**src/rtl/ivl_pkg.sv**
```systemverilog
package ivl_pkg;

  localparam logic [31:0] IVL_SMALL_MASK  = 32'hFFFF_F800;
  localparam logic [31:0] IVL_MEDIUM_MASK = 32'hFFE0_0000;
  localparam int          IVL_MED_SHIFT   = 8;
  localparam int          IVL_LARGE_SHIFT = 18;

  localparam int IVL_OP_XY_W    = 14;
  localparam int IVL_OP_Z_W     = 24;
  localparam int IVL_ROOT_W     = 16;
  localparam int IVL_REM_W      = 19;
  localparam int IVL_QUEUE_DEPTH = 4;

  typedef enum logic [1:0] {
    REGIME_SMALL  = 2'd0,
    REGIME_MEDIUM = 2'd1,
    REGIME_LARGE  = 2'd2
  } regime_t;

  typedef struct packed {
    regime_t                regime;
    logic [IVL_OP_XY_W-1:0] op_x;
    logic [IVL_OP_XY_W-1:0] op_y;
    logic [IVL_OP_Z_W-1:0]  op_z;
  } ivl_entry_t;

  typedef struct packed {
    logic [IVL_REM_W-1:0]  rem;
    logic [IVL_ROOT_W-1:0] root;
  } sq_acc_t;

  function automatic sq_acc_t sqrt_step(sq_acc_t a, logic [1:0] pair);
    logic [IVL_REM_W-1:0] cur;
    logic [IVL_REM_W-1:0] trial;
    sq_acc_t              r;
    cur   = {a.rem[IVL_REM_W-3:0], pair};
    trial = {1'b0, a.root, 2'b01};
    if (cur >= trial) begin
      r.rem  = cur - trial;
      r.root = {a.root[IVL_ROOT_W-2:0], 1'b1};
    end else begin
      r.rem  = cur;
      r.root = {a.root[IVL_ROOT_W-2:0], 1'b0};
    end
    return r;
  endfunction

endpackage

```
**src/rtl/int_vector3_length.sv**
```systemverilog
// Approximate length of a signed 32-bit 3D vector: floor square root of the
// sum of squares of the component magnitudes, taken at one of three scales
// picked by the largest magnitude bits (z keeps the medium scale in the large
// regime), all arithmetic wrapping modulo 2^32. One word is accepted per cycle
// while the queue is not full and one result leaves per cycle while out_stall
// is low; words pass the square and sum stages and the 16-stage root pipeline
// that yields one root bit per stage. A stall on the output freezes the back
// pipeline; the input queue of QUEUE_DEPTH words raises in_stall when full.
module int_vector3_length
  import ivl_pkg::*;
#(
  parameter int QUEUE_DEPTH = IVL_QUEUE_DEPTH
) (
  input  logic        clk,
  input  logic        rst_n,
  input  logic        in_valid,
  output logic        in_stall,
  input  logic [31:0] in_comp_x,
  input  logic [31:0] in_comp_y,
  input  logic [31:0] in_comp_z,
  output logic        out_valid,
  input  logic        out_stall,
  output logic [31:0] out_length
);

  logic       q_full, q_empty, q_push, q_pop;
  ivl_entry_t q_wdata, q_rdata;

  ivl_front u_front (
    .in_valid  (in_valid),
    .in_stall  (in_stall),
    .in_comp_x (in_comp_x),
    .in_comp_y (in_comp_y),
    .in_comp_z (in_comp_z),
    .q_full    (q_full),
    .q_push    (q_push),
    .q_wdata   (q_wdata)
  );

  ivl_queue #(
    .DEPTH (QUEUE_DEPTH)
  ) u_queue (
    .clk   (clk),
    .rst_n (rst_n),
    .push  (q_push),
    .wdata (q_wdata),
    .pop   (q_pop),
    .rdata (q_rdata),
    .full  (q_full),
    .empty (q_empty)
  );

  ivl_back u_back (
    .clk        (clk),
    .rst_n      (rst_n),
    .q_empty    (q_empty),
    .q_rdata    (q_rdata),
    .q_pop      (q_pop),
    .out_valid  (out_valid),
    .out_stall  (out_stall),
    .out_length (out_length)
  );

endmodule

```
**src/rtl/ivl_front.sv**
```systemverilog
module ivl_front
  import ivl_pkg::*;
(
  input  logic        in_valid,
  output logic        in_stall,
  input  logic [31:0] in_comp_x,
  input  logic [31:0] in_comp_y,
  input  logic [31:0] in_comp_z,
  input  logic        q_full,
  output logic        q_push,
  output ivl_entry_t  q_wdata
);

  logic [31:0] ax, ay, az, m;
  logic [31:0] mx, my, mz, lx, ly, lz;

  assign ax = in_comp_x[31] ? (32'd0 - in_comp_x) : in_comp_x;
  assign ay = in_comp_y[31] ? (32'd0 - in_comp_y) : in_comp_y;
  assign az = in_comp_z[31] ? (32'd0 - in_comp_z) : in_comp_z;
  assign m  = ax | ay | az;

  assign mx = ax >> IVL_MED_SHIFT;
  assign my = ay >> IVL_MED_SHIFT;
  assign mz = az >> IVL_MED_SHIFT;
  assign lx = ax >> IVL_LARGE_SHIFT;
  assign ly = ay >> IVL_LARGE_SHIFT;
  assign lz = az >> IVL_MED_SHIFT;

  always_comb begin
    if ((m & IVL_SMALL_MASK) == 32'd0) begin
      q_wdata.regime = REGIME_SMALL;
      q_wdata.op_x   = ax[IVL_OP_XY_W-1:0];
      q_wdata.op_y   = ay[IVL_OP_XY_W-1:0];
      q_wdata.op_z   = az[IVL_OP_Z_W-1:0];
    end else if ((m & IVL_MEDIUM_MASK) == 32'd0) begin
      q_wdata.regime = REGIME_MEDIUM;
      q_wdata.op_x   = mx[IVL_OP_XY_W-1:0];
      q_wdata.op_y   = my[IVL_OP_XY_W-1:0];
      q_wdata.op_z   = mz[IVL_OP_Z_W-1:0];
    end else begin
      q_wdata.regime = REGIME_LARGE;
      q_wdata.op_x   = lx[IVL_OP_XY_W-1:0];
      q_wdata.op_y   = ly[IVL_OP_XY_W-1:0];
      q_wdata.op_z   = lz[IVL_OP_Z_W-1:0];
    end
  end

  assign in_stall = q_full;
  assign q_push   = in_valid && !q_full;

endmodule

```
**src/rtl/ivl_queue.sv**
```systemverilog
module ivl_queue
  import ivl_pkg::*;
#(
  parameter int DEPTH = IVL_QUEUE_DEPTH
) (
  input  logic       clk,
  input  logic       rst_n,
  input  logic       push,
  input  ivl_entry_t wdata,
  input  logic       pop,
  output ivl_entry_t rdata,
  output logic       full,
  output logic       empty
);

  localparam int PW = (DEPTH > 1) ? $clog2(DEPTH) : 1;
  localparam int CW = $clog2(DEPTH + 1);

  ivl_entry_t    mem_r [DEPTH];
  logic [PW-1:0] wr_ptr_r, wr_ptr_nxt, rd_ptr_r, rd_ptr_nxt;
  logic [CW-1:0] count_r, count_nxt;

  assign full  = (count_r == CW'(DEPTH));
  assign empty = (count_r == '0);
  assign rdata = mem_r[rd_ptr_r];

  always_comb begin
    wr_ptr_nxt = wr_ptr_r;
    rd_ptr_nxt = rd_ptr_r;
    count_nxt  = count_r;
    if (push) begin
      wr_ptr_nxt = (wr_ptr_r == PW'(DEPTH - 1)) ? '0 : wr_ptr_r + PW'(1);
    end
    if (pop) begin
      rd_ptr_nxt = (rd_ptr_r == PW'(DEPTH - 1)) ? '0 : rd_ptr_r + PW'(1);
    end
    if (push && !pop) begin
      count_nxt = count_r + CW'(1);
    end else if (pop && !push) begin
      count_nxt = count_r - CW'(1);
    end
  end

  always_ff @(posedge clk) begin
    if (!rst_n) begin
      wr_ptr_r <= '0;
      rd_ptr_r <= '0;
      count_r  <= '0;
    end else begin
      wr_ptr_r <= wr_ptr_nxt;
      rd_ptr_r <= rd_ptr_nxt;
      count_r  <= count_nxt;
    end
  end

  always_ff @(posedge clk) begin
    if (push) begin
      mem_r[wr_ptr_r] <= wdata;
    end
  end

  a_no_overflow: assert property (@(posedge clk) disable iff (!rst_n)
    full |-> !push)
    else $error("word pushed into full queue");

  a_no_underflow: assert property (@(posedge clk) disable iff (!rst_n)
    empty |-> !pop)
    else $error("word popped from empty queue");

  a_count_track: assert property (@(posedge clk) disable iff (!rst_n)
    (push && !pop) |=> (count_r == $past(count_r) + CW'(1)))
    else $error("queue count lost a word");

  a_count_bound: assert property (@(posedge clk) disable iff (!rst_n)
    count_r <= CW'(DEPTH))
    else $error("queue count beyond depth");

endmodule

```
**src/rtl/ivl_back.sv**
```systemverilog
module ivl_back
  import ivl_pkg::*;
(
  input  logic        clk,
  input  logic        rst_n,
  input  logic        q_empty,
  input  ivl_entry_t  q_rdata,
  output logic        q_pop,
  output logic        out_valid,
  input  logic        out_stall,
  output logic [31:0] out_length
);

  localparam int NST = IVL_ROOT_W;

  logic        en;
  logic        v0_r, v1_r, v2_r;
  ivl_entry_t  ent0_r;
  logic [31:0] sqx_r, sqy_r, sqz_r, sum_r;
  regime_t     rg0_r, rg1_r;
  logic        sv_r  [1:NST];
  sq_acc_t     acc_r [1:NST];
  logic [31:0] val_r [1:NST];
  regime_t     rg_r  [1:NST];
  logic        out_valid_r;
  logic [31:0] out_length_r, length_nxt;

  logic [2*IVL_OP_XY_W-1:0] px, py;
  logic [2*IVL_OP_Z_W-1:0]  pz;

  assign en    = !(out_valid_r && out_stall);
  assign q_pop = en && !q_empty;

  assign px = {{IVL_OP_XY_W{1'b0}}, ent0_r.op_x} * {{IVL_OP_XY_W{1'b0}}, ent0_r.op_x};
  assign py = {{IVL_OP_XY_W{1'b0}}, ent0_r.op_y} * {{IVL_OP_XY_W{1'b0}}, ent0_r.op_y};
  assign pz = {{IVL_OP_Z_W{1'b0}}, ent0_r.op_z} * {{IVL_OP_Z_W{1'b0}}, ent0_r.op_z};

  always_comb begin
    case (rg_r[NST])
      REGIME_SMALL:  length_nxt = 32'(acc_r[NST].root);
      REGIME_MEDIUM: length_nxt = 32'(acc_r[NST].root) << IVL_MED_SHIFT;
      REGIME_LARGE:  length_nxt = 32'(acc_r[NST].root) << IVL_LARGE_SHIFT;
      default:       length_nxt = '0;
    endcase
  end

  always_ff @(posedge clk) begin
    if (!rst_n) begin
      v0_r        <= 1'b0;
      v1_r        <= 1'b0;
      v2_r        <= 1'b0;
      out_valid_r <= 1'b0;
      for (int k = 1; k <= NST; k++) begin
        sv_r[k] <= 1'b0;
      end
    end else if (en) begin
      v0_r        <= q_pop;
      v1_r        <= v0_r;
      v2_r        <= v1_r;
      sv_r[1]     <= v2_r;
      for (int k = 1; k < NST; k++) begin
        sv_r[k+1] <= sv_r[k];
      end
      out_valid_r <= sv_r[NST];
    end
  end

  // entry, squares, wrapped sum, one root bit per stage, length scaled by regime
  always_ff @(posedge clk) begin
    if (en) begin
      ent0_r   <= q_rdata;
      sqx_r    <= 32'(px);
      sqy_r    <= 32'(py);
      sqz_r    <= pz[31:0];
      rg0_r    <= ent0_r.regime;
      sum_r    <= sqx_r + sqy_r + sqz_r;
      rg1_r    <= rg0_r;
      acc_r[1] <= sqrt_step('0, sum_r[31:30]);
      val_r[1] <= sum_r;
      rg_r[1]  <= rg1_r;
      for (int k = 1; k < NST; k++) begin
        acc_r[k+1] <= sqrt_step(acc_r[k], val_r[k][2*(NST-k)-1 -: 2]);
        val_r[k+1] <= val_r[k];
        rg_r[k+1]  <= rg_r[k];
      end
      out_length_r <= length_nxt;
    end
  end

  assign out_valid  = out_valid_r;
  assign out_length = out_length_r;

endmodule

```
**config.mk**
```make
export PLATFORM = sky130hd
export DESIGN_NAME = int_vector3_length
export DESIGN_NICKNAME = d
export VERILOG_FILES = /design/src/rtl/ivl_pkg.sv /design/src/rtl/int_vector3_length.sv /design/src/rtl/ivl_front.sv /design/src/rtl/ivl_queue.sv /design/src/rtl/ivl_back.sv
export SDC_FILE = /design/constraint.sdc
export NUM_CORES = 2
export LEC_CHECK = 0
export BUFFER_PORTS_ARGS = -buffer_cell sky130_fd_sc_hd__buf_2
export CORE_ASPECT_RATIO = 0.8
export CORE_UTILIZATION = 60
export CTS_CLUSTER_SIZE = 20
export DETAILED_ROUTE_END_ITERATION = 6
export PLACE_DENSITY_LB_ADDON = 0.1
export SYNTH_ARGS = -nofsm -noshare
export SYNTH_HDL_FRONTEND = slang
export SYNTH_SLANG_ARGS = --single-unit
```
**constraint.sdc**
```tcl
create_clock -name clk -period 34.3 [get_ports clk]
set_input_delay 5.145 -clock clk [delete_from_list [all_inputs] [get_ports clk]]
set_output_delay 5.145 -clock clk [all_outputs]
set_load 0.05 [all_outputs]
```
# Word level (Yosys, flattened, before mapping)
# Memory sizes are Yosys's and may differ from the RTL's. A register that Yosys moved wholly into a read port is not among the register bits.
# Cells that the tools add are included.
# word_totals
ff_bits	166
mem_bits_rw	1336
output_inout_bits	34
memories	5
# memory_table
name	words	word_bits	rd	rd_ports_with_merged_regs	wr	line_no	source
u_back.acc_r	16	35	16	0	16	ivl_back.sv:22	sq_acc_t acc_r [1:NST];
u_back.val_r	16	32	15	0	16	ivl_back.sv:23	logic [31:0] val_r [1:NST];
u_queue.mem_r	4	54	1	1	1	ivl_queue.sv:19	ivl_entry_t mem_r [DEPTH];
u_back.rg_r	16	2	16	0	16	ivl_back.sv:24	regime_t rg_r [1:NST];
u_back.sv_r	16	1	16	1	16	ivl_back.sv:21	logic sv_r [1:NST];
# op_classes
addsub	25
n_mul	3
n_lt_le_gt_ge	16
n_eq_ne	5
n_mux	64
bitwise_logic	18
reduce_logical	18
# ops
cell	n
35-bit 2-to-1 mux	32
19-bit by 18-bit greater-or-equal comparator with 1-bit output	15
19-bit by 18-bit subtractor with 19-bit output	15
54-bit 2-to-1 mux	2
32-bit 2-to-1 mux	3
32-bit case mux with 3 select lines	1
1-bit by 32-bit subtractor with 32-bit output, first input constant	3
32-bit logical NOT	2
32-bit OR	2
14-bit by 14-bit multiplier with 28-bit output	2
32-bit adder	1
24-bit by 24-bit multiplier with 32-bit output	1
28-bit by 28-bit adder with 29-bit output	1
1-bit 2-to-1 mux	22
1-bit OR	16
1-bit logical NOT	8
2-bit equality test, second input constant	3
3-bit 2-to-1 mux	2
1-bit logical AND	5
2-bit by 1-bit adder with 2-bit output, second input constant	2
2-bit 2-to-1 mux	2
3-bit by 1-bit adder with 3-bit output, second input constant	1
3-bit equality test, second input constant	1
3-bit logical NOT	1
other kinds (6)	6

# Longest topological paths before layout
# logic_depth
ltp_word	7
depth_mapped	28
mapped_depth_nobuf	27

# Modules after synthesis
# A second synthesis with hierarchy kept.
# unflattened
cells_unflattened	5982
hier_area_um2	72236.8
# modules_own_cells
mod	n_inst	cells_each	area_per_inst_um2
ivl_back	1	5215	60874.6
ivl_queue	1	326	8316.7
ivl_front	1	441	3045.4

# Worst setup path after synthesis
# Ideal clock, no wire load.
# synth_timing
kind	input-to-reg
from	input out_stall
to	memory u_back.sv_r[1] (data pin)
t_arrival_ns	30.219
t_required_ns	34.011
slack_ns	3.792
path_stages	4
path_buffers	2
cell_sequence	nand2_1 clkbuf_1 clkbuf_1 and3_1
# synth_lines
element	line_no	source
start: declaration	int_vector3_length.sv:22	input logic out_stall,
end: declaration	ivl_back.sv:21	

==> flow_summary.yaml <==
status:
  status: "completed"
clock_network:
  cts.sinks: 1095
  clk_pin_slew_ps: 60
  clockBufferDepth: 3
  cts-root-buf: "clkbuf_16"
  cts_tree: "built"
  hold_buffers: 0
  clk_latency_ps: 740
  ctsHtreeMaxLevel: 3
  numCtsBuffers: 107
  cts_resized: 0
  cts_setup_buffers: 0
logic_synthesis:
  synth_top_area_frac: 0.449
  seq_area_frac_synth: 0.452
  ys_top_cells_by_area: "edfxtp_1 45%, fa_1 15%, ha_1 8.5%"
  synth-seq-cells: 1095
  synthArstFlopShare: 0
  ys_warn_count: 0
  post-synth-top-area-cell: "edfxtp_1"
  postSynthNetCount: 7265
  synth-edff-count: 1084
  synth.distinct_cells: 83
  synth.avg_cell_area_sq_um: 11.9
  synth.top_cells.by_count: "1090 x inv_1, 1084 x edfxtp_1, 561 x fa_1, 492 x ha_1, 373 x nand2_1"
  netlist_area_sq_mm: 0.0725
  synthCells: 6112
  yosysMostFrequentCell: "inv_1"
  ys.flop_type: "edfxtp_1"
layout:
  fin_area_sq_mm: 0.0785
  nNetsFinal: 7398
  area_growth_pct: 8.25
  final_util: 0.658
  layout-drive-gt1-share: 0.0749
floorplan:
  boundaryPins: 134
  chipHeight_microns: 313
  die_x_microns: 391
  rows: 113
  dieArea_sq_mm: 0.122
  initial_core_util: 0.608
  core-area_sq_mm: 0.119
global_routing:
  gr-usage-all-layers: 0.233
  grt_first_pass_wirelength_microns: 228000
  grt_pass1_vias: 43800
  antenna_found_initial: 2
  grt_max_degree: 224
  overflow: 0
timing:
  fin_skew_ps: 58.8
  max_freq_mhz: 112
  hold_viol_final: 0
  maxSlewHeadroom: 0.235
  finalMaxSlewViolations: 0
  setup_violations: 0
  rsz0062_at_grt: "false"
  period_share: 0.261
  worst_slew_pin_slew_ps: 1150
  setup_tns_ps: 0
  fin_ws_ps: 25340
  min_period_ps: 8960
critical_path:
  crit_path_end_kind: "flop"
  slowest_delay_ps: 940
  crit_type: "input port to flop"
  rr_startpoint: "u_back.ent0_r[8]"
  crit_buf_inv: 2
  cp-start-kind: "input port"
  crit_required_ps: 34770
  critPathSlowestCell: "a2111oi_0"
  cp.arrival_ps: 9430
  crit_family: "simple AND/OR/NAND/NOR gates"
  cp_max_fo: 25
  path_cells: "buf_2 -> or4_1 -> nor4_2 -> nand2_1 -> or3_1 -> o21ai_0 -> or4b_1 -> a2111oi_0 -> nand3_1 -> buf_4 -> or2_4 -> mux2i_1"
  startpoint: "in_comp_z[3]"
route:
  routed_wl_microns: 138000
  drt_iter0_markers: 3064
  drc: 0
  postRouteAntennaNets: 0
  vias_per_cell: 5.45
  wl_per_cell_microns: 17.4
  dr.pass1.iters: 5
  vias: 43300
min_path:
  hold_path_startpoint: "u_back.sum_r[26]"
  hold_class: "flop to flop"
placed_design:
  port_buffers: 133
  dpl_cell_area_sq_mm: 0.0749
  post-place-ws_ps: 24600
  hpwl_microns: 102000
  globalplace.congestion: 0.862
run:
  cap_violations: 0
==> kinds of logic (layout without fill, tap and decap cells) <==
group | Yosys count | count (layout) | share of synthesized area
and+or+nand+nor | 1415 | 1415 | 0.0991
buffers and inverters | 1223 | 1450 | 0.0636
DFF | 1095 | 1095 | 0.452
adders and majority gates | 1053 | 1053 | 0.240
AOI/OAI and AO/OA | 809 | 809 | 0.0708
xor gates and xnor gates | 397 | 397 | 0.0480
muxes | 119 | 119 | 0.0264
other | 1 | 2 | 0.0000517
==> area by class of cell <==
| type | instances | area (sq um) |
|---|---|---|
| Inverter | 1090 | 4090 |
| Clock buffer | 120 | 2730 |
| Multi-Input combinational cell | 3794 | 35100 |
| Tap cell | 1610 | 2010 |
| Fill cell | 9077 | 40700 |
| Sequential cell | 1095 | 32800 |
| Antenna cell | 1 | 2.50 |
| Timing Repair Buffer | 157 | 883 |
| Clock inverter | 83 | 845 |
==> state kept, by name, indices dropped and copies added (netlist names), 31 cells and up <==
register           cells
u_back.ent0_r         54
u_queue.mem_r        216
u_back.out_length     32
u_back.sqz_r          31
u_back.val_r         240
u_back.rg_r           32
u_back.acc_r         373
u_back.sum_r          32
==> final timing paths <==
check	endpoint	cells after the start	slack, ps
min reg2reg	u_back.val_r[0][58]	0	390
max reg2reg	u_back.sqz_r[30]	21	26140
max	u_queue.mem_r[0][2]	12	25340
min	u_back.val_r[0][58]	0	390
==> placed cells by master (no fill, tap or decap), drive strengths merged, types with 30 or more instances in the layout <==
| master | count |
|---|---|
| a21boi | 34 |
| a21o | 62 |
| a21oi | 237 |
| and2 | 237 |
| and3 | 33 |
| buf | 157 |
| clkbuf | 120 |
| clkinv | 60 |
| edfxtp | 1084 |
| fa | 561 |
| ha | 492 |
| inv | 1097 |
| mux2 | 37 |
| mux4 | 54 |
| nand2 | 373 |
| nand2b | 45 |
| nand3 | 82 |
| nand4 | 37 |
| nor2 | 282 |
| nor2b | 51 |
| nor3 | 92 |
| nor4 | 34 |
| o21a | 85 |
| o21ai | 186 |
| o31ai | 40 |
| or2 | 30 |
| or3 | 38 |
| xnor2 | 238 |
| xor2 | 159 |
==> metrics by stage <==
stage               hold WS, ps  instances
floorplan                   400       6112
global placement            400       7746
detailed placement          405       7746
CTS                         375       7949
global route                385       7949
finish                      386       7950
==> per-layer routing <==
| layer | GRT usage | up-vias | routed length, microns |
|---|---|---|---|
| li1 | - | 21000 | - |
| met1 | 0.343 | 21200 | 64700 |
| met2 | 0.369 | 882 | 63900 |
| met3 | 0.0363 | 181 | 6980 |
| met4 | 0.0481 | 0 | 2670 |
| met5 | 0 | - | 0 |
Power is left out: the tool's default activity adds up to more than one toggle a clock period on the data nets, which glitch-free logic cannot reach.
